==> src/sv/csm_pkg.sv <==
// Shared types and constants for the compose sequence matcher.
package csm_pkg;

  localparam int unsigned FUNC_W = 2;
  localparam int unsigned STAT_W = 3;
  localparam int unsigned SYM_W  = 29;

  typedef enum logic [FUNC_W-1:0] {
    FN_PRESS  = 2'd0,
    FN_APPEND = 2'd1,
    FN_COMMIT = 2'd2,
    FN_CLEAR  = 2'd3
  } func_t;

  typedef enum logic [STAT_W-1:0] {
    ST_PASS     = 3'd0,
    ST_COMPOSED = 3'd1,
    ST_PARTIAL  = 3'd2,
    ST_INVALID  = 3'd3,
    ST_ACCEPTED = 3'd4,
    ST_REJECTED = 3'd5
  } status_t;

  typedef struct packed {
    logic [FUNC_W-1:0] func;
    logic [SYM_W-1:0]  symbol_value;
  } in_item_t;

  typedef struct packed {
    logic [STAT_W-1:0] status;
    logic [SYM_W-1:0]  symbol_out;
  } out_item_t;

  typedef enum logic [2:0] {
    S_IDLE,
    S_SCAN,
    S_WAIT,
    S_WRITE,
    S_DONE
  } state_t;

  // Controller to datapath.
  typedef struct packed {
    logic take;      // latch the incoming item and prepare the typed buffer
    logic scan_rd;   // issue a table read at the scan pointer
    logic scan_adv;  // advance the scan pointer
    logic eval;      // evaluate the registered read data
    logic write;     // write the pending definition to the table
    logic finish;    // form the result and update buffers
  } csm_cmd_t;

  // Datapath to controller.
  typedef struct packed {
    logic scan_last; // scan pointer has reached the entry count
    logic need_scan; // item needs a table scan
    logic do_write;  // commit outcome is an accepted write
  } csm_stat_t;

endpackage

==> src/sv/csm_ctrl.sv <==
// Controller state machine sequencing table scans and result handoff.
module csm_ctrl (
  input  logic                clk,
  input  logic                rst_n,
  input  logic                in_valid,
  output logic                in_stall,
  output logic                out_valid,
  input  logic                out_stall,
  input  csm_pkg::csm_stat_t  stat,
  output csm_pkg::csm_cmd_t   cmd
);
  import csm_pkg::*;

  state_t state_r, state_nxt;
  logic   out_valid_r, out_valid_nxt;

  always_ff @(posedge clk) begin
    if (!rst_n) begin
      state_r     <= S_IDLE;
      out_valid_r <= 1'b0;
    end else begin
      state_r     <= state_nxt;
      out_valid_r <= out_valid_nxt;
    end
  end

  assign out_valid = out_valid_r;

  always_comb begin
    state_nxt     = state_r;
    out_valid_nxt = out_valid_r && out_stall;
    cmd           = '0;
    in_stall      = 1'b1;
    unique case (state_r)
      S_IDLE: begin
        in_stall = 1'b0;
        if (in_valid) begin
          cmd.take  = 1'b1;
          state_nxt = S_SCAN;
        end
      end
      S_SCAN: begin
        if (!stat.need_scan || stat.scan_last) begin
          state_nxt = S_WAIT;
        end else begin
          cmd.scan_rd  = 1'b1;
          cmd.scan_adv = 1'b1;
          state_nxt    = S_WAIT;
        end
      end
      S_WAIT: begin
        // Read data of the previous address is now registered.
        cmd.eval = 1'b1;
        if (stat.need_scan && !stat.scan_last) begin
          cmd.scan_rd  = 1'b1;
          cmd.scan_adv = 1'b1;
        end else begin
          state_nxt = S_WRITE;
        end
      end
      S_WRITE: begin
        cmd.eval = 1'b1;
        if (stat.do_write) begin
          cmd.write = 1'b1;
        end
        state_nxt = S_DONE;
      end
      S_DONE: begin
        if (!out_valid_r || !out_stall) begin
          cmd.finish    = 1'b1;
          out_valid_nxt = 1'b1;
          state_nxt     = S_IDLE;
        end
      end
      default: state_nxt = S_IDLE;
    endcase
  end

`ifndef SYNTHESIS
  a_write_once: assert property (@(posedge clk) disable iff (!rst_n)
    cmd.write |=> !cmd.write) else $error("double table write");
  a_finish_valid: assert property (@(posedge clk) disable iff (!rst_n)
    cmd.finish |=> out_valid) else $error("result not presented");
  a_take_idle: assert property (@(posedge clk) disable iff (!rst_n)
    cmd.take |=> state_r == S_SCAN) else $error("take outside idle");
`endif
endmodule

==> config.mk <==
export PLATFORM = sky130hd
export DESIGN_NAME = csm_ctrl
export DESIGN_NICKNAME = d
export VERILOG_FILES = /design/src/sv/csm_pkg.sv /design/src/sv/csm_ctrl.sv
export SDC_FILE = /design/constraint.sdc
export NUM_CORES = 1
export LEC_CHECK = 0
export ABC_AREA = 0
export BUFFER_PORTS_ARGS = -buffer_cell sky130_fd_sc_hd__buf_2
export CORE_AREA = 2 2 39 41
export CTS_BUF_LIST = sky130_fd_sc_hd__clkbuf_16
export DETAILED_ROUTE_END_ITERATION = 8
export DIE_AREA = 0 0 41 43
export PLACE_DENSITY = 0.41
export SLEW_MARGIN = 40
export SYNTH_ARGS = -nofsm -noshare
export SYNTH_HDL_FRONTEND = slang
export SYNTH_SLANG_ARGS = --single-unit
==> constraint.sdc <==
create_clock -name clk -period 2.8 [get_ports clk]
set_input_delay 0.14 -clock clk [delete_from_list [all_inputs] [get_ports clk]]
set_output_delay 0.14 -clock clk [all_outputs]
set_load 0.03 [all_outputs]
# Yosys cells after proc, flatten, opt, wreduce, memory -nomap -nowiden

Index checks and enable logic that the tools add are counted.

Memories: 0
Latch bits: 0
Output and inout bits: 8
ROM bits: 0
Bits of input ports: 7
Bits in writable memories: 0
Register bits after elaboration: 4
Logic and storage cells: 37

Multiplexer cells: 17
Magnitude comparators: 0
Add/subtract/negate cells: 0
Bitwise operators: 0
Reduce and logical (&&, ||, !) cells: 11
Shift operators: 0
Div/mod/pow operators: 0
Eq/ne operators: 7
$mul: 0

Operators with widths:

| kind                 | count |
|---|---|
| $pmux W3 S5          | 1 |
| $mux W1              | 10 |
| $mux W3              | 3 |
| $eq A3 B2 Y1 const B | 2 |
| $ne A2 B2 Y1 const B | 3 |
| $logic_not A1 Y1     | 4 |
| $mux W2              | 2 |
| $pmux W2 S2          | 1 |
| $eq A3 B1 Y1 const B | 1 |
| $eq A3 B3 Y1 const B | 1 |
| $logic_not A3 Y1     | 1 |
| $reduce_and A3 Y1    | 1 |
| $logic_and A1 B1 Y1  | 2 |
| $logic_or A1 B1 Y1   | 2 |
| $reduce_or A2 Y1     | 1 |

# Depth between registers and ports, before layout

Gate-level depths: netlist (run 1).

Depth after elaboration: 4
Depth in mapped cells: 3
Gate-level depth less buffers: 2

# Least setup slack after synthesis (run 1)

OpenSTA, ideal clock, no wires.

Kind: reg2out
From: register state_r[1]
To: output cmd[4] (netlist name)
Stages on the path, launching flop included: 4
Arrival: 1.932 ns
Data required time: 2.660 ns
Path buffers: 1
Setup slack: 0.728 ns
Cells stage by stage: dfxtp_1 > xnor2_1 > nor4b_1 > buf_4

RTL lines:

| item                     | RTL line       | source |
|---|---|---|
| start: declaration       | csm_ctrl.sv:14 | `state_t state_r, state_nxt;` |
| start signal: assignment | csm_ctrl.sv:22 | `state_r <= state_nxt;` |
| end: declaration         | csm_ctrl.sv:10 | `output csm_pkg::csm_cmd_t cmd` |

==> results.sh, run 1 <==
export IMPL_first_pass_grt_wire_length_um=807
export IMPL_postCtsSetupBuffers=0
export IMPL_antenna_violations_before_repair=0
export IMPL_cts_resized=0
export IMPL_final_net_count=48
export IMPL_arrival_ns=1.38
export IMPL_cap_violations=0
export IMPL_kind_of_end_point_of_the_critical_path="primary output"
export IMPL_final_setup_viol_count=0
export IMPL_post_synth_num_cell_types=19
export IMPL_tritoncts_num_buffers=3
export IMPL_worstSkewPairLatency_ns=0.22
export IMPL_groute_usage_overall=0.06820
export IMPL_max_slew_violation_total_from_the_final_report=0
export IMPL_die_width_um=41
export IMPL_routed_via_density=3.909
export IMPL_detailed_place_hpwl_um=399.9
export IMPL_syn_area_per_cell_um2=9.085
export IMPL_worst_path_required_time_ns=2.66
export IMPL_grt_overflow_total=0
export IMPL_finalHoldViolations=0
export IMPL_io_buffer_count=14
export IMPL_vdd_ir_drop_max_uv=305.6
export IMPL_top_layer="met3"
export IMPL_synthesis_nets=30
export IMPL_grt_start_max_net_pins=8
export IMPL_cts_clk_slew_worst_paths_ns=0.03
export IMPL_timing_final_crit_period_ns=1.522
export IMPL_netlist_instances=23
export IMPL_clock_tree_htree_level_count=1
export IMPL_detailedRoute_firstIterationViolations=3
export IMPL_cts_root_buffer="sky130_fd_sc_hd__clkbuf_16"
export IMPL_drtAntennaViolNets=0
export IMPL_start_util=0.1510
export IMPL_post_synth_instance_area_um2=209.0
export IMPL_cts_hold_buffers=0
export IMPL_mostFrequentLayoutCells="sky130_fd_sc_hd__buf_2 (14), sky130_fd_sc_hd__dfxtp_1 (4), sky130_fd_sc_hd__clkbuf_16 (3), sky130_fd_sc_hd__nor2_1 (2)"
export IMPL_vias=215
export IMPL_cell_leakage_power_nw=0.1753
export IMPL_max_slew_margin_rel=0.7678
export IMPL_crit_type="register to primary output"
export IMPL_fin_cells=55
export IMPL_cts_sinks=4
export IMPL_startpoint_type="register"
export IMPL_path_max_fanout=7
export IMPL_synthToLayoutAreaGrowth_pct=75.45
export IMPL_tns_ns=0
export IMPL_pin_count=15
export IMPL_clockBufferDepth=2
export IMPL_die_area_um2=1763
export IMPL_fill_cells=145
export IMPL_crit_share_post_route=0.5435
export IMPL_gp_congestion=0.5636
export IMPL_power_density_nw_per_um2=928.9
export IMPL_met1Wirelength_um=257
export IMPL_first_global_vias=190
export IMPL_cp_startpoint="state_r[1]$_SDFFE_PN0P_"
export IMPL_cts_tree="done"
export IMPL_antennaDiodeCount=0
export IMPL_outcome="complete, no violations"
export IMPL_post_layout_total_power_mw=0.3406
export IMPL_met3_wirelength_um=79
export IMPL_max_slew_worst_pin_slew_ns=0.3435
export IMPL_postSynthRegisterBits=4
export IMPL_die_span_in_y_um=43
export IMPL_ys_seq_area_frac=0.3832
export IMPL_finalCoreUtilization=0.2649
export IMPL_finalWirelength_um=510
export IMPL_wl_met2_um=173
export IMPL_hold_path_startpoint="out_stall"
export IMPL_proportion_of_layout_cells_with_a_drive_suffix_above_1=0.4872
export IMPL_post_drt_wl_per_cell_um=9.273
export IMPL_rsz_0062_raised_after_global_routing="no"
export IMPL_synth_yosys_warnings=0
export IMPL_worst_clock_skew_ns=0.0008166
export IMPL_fp_row_count=14
export IMPL_timing_rr_start="state_r[2]$_SDFFE_PN0P_"
export IMPL_detailedRoute_firstPassIterationCount=3
export IMPL_number_of_design_rule_violations_left_after_detail_routing=0
export IMPL_layout_commonest_cell="sky130_fd_sc_hd__buf_2"
export IMPL_worstHoldPathType="primary input to register"
export IMPL_core_region_um2=1384
export IMPL_numPlacedInstances=52
export IMPL_fmaxAchievable_ghz=0.6571
worst max-delay path: stages (launching register included):
cell                      delay, ns
sky130_fd_sc_hd__dfxtp_1       0.43
sky130_fd_sc_hd__xnor2_1       0.13
sky130_fd_sc_hd__nor4b_1       0.33
sky130_fd_sc_hd__buf_2         0.27
layer usage:
metal,global-route usage,vias to the layer above
met4,0.04000,0
met2,0.08438,15
li1,-,115
met3,0.03141,0
met1,0.09295,85
met5,0,-
power by group:
part           internal [mW]  total [mW]  switching, mW
clock network          0.182       0.218         0.0361
registers             0.0618      0.0684        0.00667
logic                 0.0202      0.0540         0.0338
final cells by class:
type / instances / area, um2 / area share
multi-input cells: 17 / 117.6 / 0.3208
flip-flops and latches: 4 / 80.08 / 0.2184
clock buffers: 3 / 75.07 / 0.2048
repair buffers: 14 / 70.07 / 0.1911
well taps: 16 / 20.02 / 0.05461
inverters: 1 / 3.754 / 0.01024
state kept, by name (all words and copies together), names as in the netlist:
register / flops
out_valid: 1
state_r: 3
kinds of logic (layout without fill, tap and decap cells):
| logic type | after synthesis | in the layout | synth area share |
|---|---|---|---|
| AOI/OAI and AO/OA | 4 | 4 | 0.1377 |
| xor gates and xnor gates | 1 | 1 | 0.04192 |
| buffers and inverters | 2 | 18 | 0.05389 |
| DFF | 4 | 4 | 0.3832 |
| and+or+nand+nor | 12 | 12 | 0.3833 |
synthesized netlist by cell type (all sizes together):
| cell | n | share of area |
|---|---|---|
| dfxtp | 4 | 0.38 |
| nor2 | 2 | 0.036 |
| a21boi | 1 | 0.036 |
| a21oi | 1 | 0.024 |
| and2b | 1 | 0.042 |
| and3 | 1 | 0.030 |
| buf | 1 | 0.036 |
| inv | 1 | 0.018 |
| nand2 | 1 | 0.018 |
| nand3 | 1 | 0.024 |
| nand3b | 1 | 0.036 |
| nand4b | 1 | 0.042 |
| nor3b | 1 | 0.036 |
| nor4b | 1 | 0.042 |
| o2111a | 1 | 0.054 |
| o21ai | 1 | 0.024 |
| or3 | 1 | 0.036 |
| or3b | 1 | 0.042 |
| xnor2 | 1 | 0.042 |
final timing paths:
path | endpoint | slack [ns] | cells after the start
hold / removal | out_valid$_SDFF_PN0_ | 0.18 | 3
setup / recovery | cmd[3] | 1.28 | 3
setup reg to reg | out_valid$_SDFF_PN0_ | 1.76 | 2
hold reg to reg | out_valid$_SDFF_PN0_ | 0.48 | 2
through the flow:
stage / instance area [um2] / hold slack [ns] / worst slack [ns]
final: 366.6 / 0.1790 / 1.278
after floorplan: 209.0 / 0.2749 / 0.7283
after global placement: 291.5 / 0.4064 / 1.508
after detailed placement: 291.5 / 0.4066 / 1.511
after global routing: 366.6 / 0.2030 / 1.152
after CTS: 366.6 / 0.1772 / 1.265
(Power assumes the default switching activity.)
==> run 2, diff against run 1 <==
==> constraint.sdc (replaced) <==
create_clock -name clk -period 1.5 [get_ports clk]
set_input_delay 0.075 -clock clk [delete_from_list [all_inputs] [get_ports clk]]
set_output_delay 0.075 -clock clk [all_outputs]
set_load 0.03 [all_outputs]
==> results.sh, run 2 (synthesis results as in run 1) <==
export IMPL_finalWirelength_um=502
export IMPL_cts_clk_slew_worst_paths_ns=0.03
export IMPL_cts_tree="done"
export IMPL_antenna_violations_before_repair=0
export IMPL_grt_start_max_net_pins=8
export IMPL_max_slew_violation_total_from_the_final_report=0
export IMPL_max_slew_margin_rel=0.7883
export IMPL_critical_path_cell_chain="or3b_1 -> a21oi_1 -> buf_2"
export IMPL_path_max_fanout=7
export IMPL_outcome="complete, no violations"
export IMPL_cts_hold_buffers=0
export IMPL_final_setup_viol_count=0
export IMPL_number_of_design_rule_violations_left_after_detail_routing=0
export IMPL_worstHoldPathType="primary input to register"
export IMPL_first_global_vias=179
export IMPL_gr_usage_met1=0.09904
export IMPL_finalCoreUtilization=0.2767
export IMPL_cts_sinks=4
export IMPL_power_density_nw_per_um2=1692
export IMPL_die_area_um2=1763
export IMPL_max_slew_worst_pin_slew_ns=0.3152
export IMPL_worst_clock_skew_ns=0.0001141
export IMPL_numPlacedInstances=52
export IMPL_register_with_the_most_flip_flops="state_r"
export IMPL_crit_type="register to primary output"
export IMPL_cpLargestDelayFamily="simple AND/OR/NAND/NOR gates"
export IMPL_detailedRoute_firstPassIterationCount=4
export IMPL_die_span_in_y_um=43
export IMPL_die_width_um=41
export IMPL_io_buffer_count=14
export IMPL_drtAntennaViolNets=0
export IMPL_gp_congestion=0.5658
export IMPL_worst_path_required_time_ns=1.42
export IMPL_clockBufferDepth=2
export IMPL_routed_via_density=4.073
export IMPL_pin_count=15
export IMPL_timing_final_crit_period_ns=1.422
export IMPL_worstSkewPairLatency_ns=0.22
export IMPL_arrival_ns=1.35
export IMPL_multi_input_comb_area_um2=132.6
export IMPL_largest_register_ff_count=3
export IMPL_fmaxAchievable_ghz=0.7032
export IMPL_vdd_ir_drop_max_uv=733.9
export IMPL_post_drt_wl_per_cell_um=9.127
export IMPL_final_net_count=48
export IMPL_antennaDiodeCount=0
export IMPL_fin_hold_ws_ns=0.1122
export IMPL_proportion_of_layout_cells_with_a_drive_suffix_above_1=0.5385
export IMPL_crit_share_post_route=0.9480
export IMPL_finalHoldViolations=0
export IMPL_cts_resized=1
export IMPL_startpoint_type="register"
export IMPL_path_buf_inv=1
export IMPL_first_pass_grt_wire_length_um=765
export IMPL_crit_path_top_delay_cell="sky130_fd_sc_hd__or3b_1"
export IMPL_post_layout_total_power_mw=0.6480
export IMPL_mostFrequentLayoutCells="sky130_fd_sc_hd__buf_2 (14), sky130_fd_sc_hd__clkbuf_16 (3), sky130_fd_sc_hd__dfxtp_1 (3), sky130_fd_sc_hd__nor2_1 (2)"
export IMPL_postCtsSetupBuffers=0
export IMPL_detailed_place_hpwl_um=385.9
export IMPL_cell_leakage_power_nw=0.1816
export IMPL_grt_util_met3=0.03141
export IMPL_layout_commonest_cell="sky130_fd_sc_hd__buf_2"
export IMPL_grt_busiest_layer="met1"
export IMPL_kind_of_end_point_of_the_critical_path="primary output"
export IMPL_clock_tree_htree_level_count=1
export IMPL_register_area_um2=81.33
export IMPL_fp_row_count=14
export IMPL_tns_ns=0
export IMPL_grt_overflow_total=0
export IMPL_fin_cells=55
export IMPL_tritoncts_num_buffers=3
export IMPL_cts_root_buffer="sky130_fd_sc_hd__clkbuf_16"
export IMPL_groute_usage_overall=0.06914
export IMPL_core_region_um2=1384
export IMPL_synthToLayoutAreaGrowth_pct=83.23
export IMPL_critPathMaxStageDelay_ns=0.44
export IMPL_groute_layer_met2_usage=0.06250
export IMPL_rsz_0062_raised_after_global_routing="no"
export IMPL_vias=224
export IMPL_fill_cells=152
export IMPL_start_util=0.1510
export IMPL_detailedRoute_firstIterationViolations=1
export IMPL_cap_violations=0
-- run 2: cell counts in the layout (fill, tap and decap cells not counted) --
Identical to the previous run, type by type.
-- run 2: final timing paths --
check                                             start                       to  slack [ns]  cells past startpoint
worst max-delay path            state_r[1]$_SDFFE_PN0P_                   cmd[0]        0.08                      3
worst min-delay path                          out_stall     out_valid$_SDFF_PN0_        0.11                      3
worst max register to register  state_r[1]$_SDFFE_PN0P_  state_r[2]$_SDFFE_PN0P_        0.49                      2
worst min register to register     out_valid$_SDFF_PN0_     out_valid$_SDFF_PN0_        0.49                      2
-- run 2: area by class of cell --
cell class / count / area share
inverter: 1 / 0.009804
multi-input combinational: 17 / 0.3464
timing repair buffer: 14 / 0.1830
tap: 16 / 0.05229
clock buffer: 3 / 0.1961
sequential: 4 / 0.2124
-- run 2: power by group --
group	leakage (nW)	internal (mW)	switching [mW]
registers	0.0332	0.115	0.0123
logic	0.111	0.0405	0.0669
clock network	0.0370	0.340	0.0725
-- run 2: tightest hold or removal path, delay by kind of cell --
kind                   cells  cell delay (ns)
buffers and inverters      1             0.11
AO/OA/AOI/OAI              1             0.05
AND/OR/NAND/NOR            1             0.05
-- run 2: through the flow --
step | area (um2) | worst slack, ns
3_3_place_gp | 306.5 | 0.2503
5_1_grt | 382.9 | 0.01513
4_1_cts | 382.9 | 0.06502
6_report | 382.9 | 0.07796
2_1_floorplan | 224.0 | 0.02635
3_5_place_dp | 306.5 | 0.2402
-- run 2: routing by layer --
metal	part of all wire	vias up
li1	-	116
met1	0.50	89
met2	0.33	17
met3	0.13	2
met4	0.034	0
met5	0	-
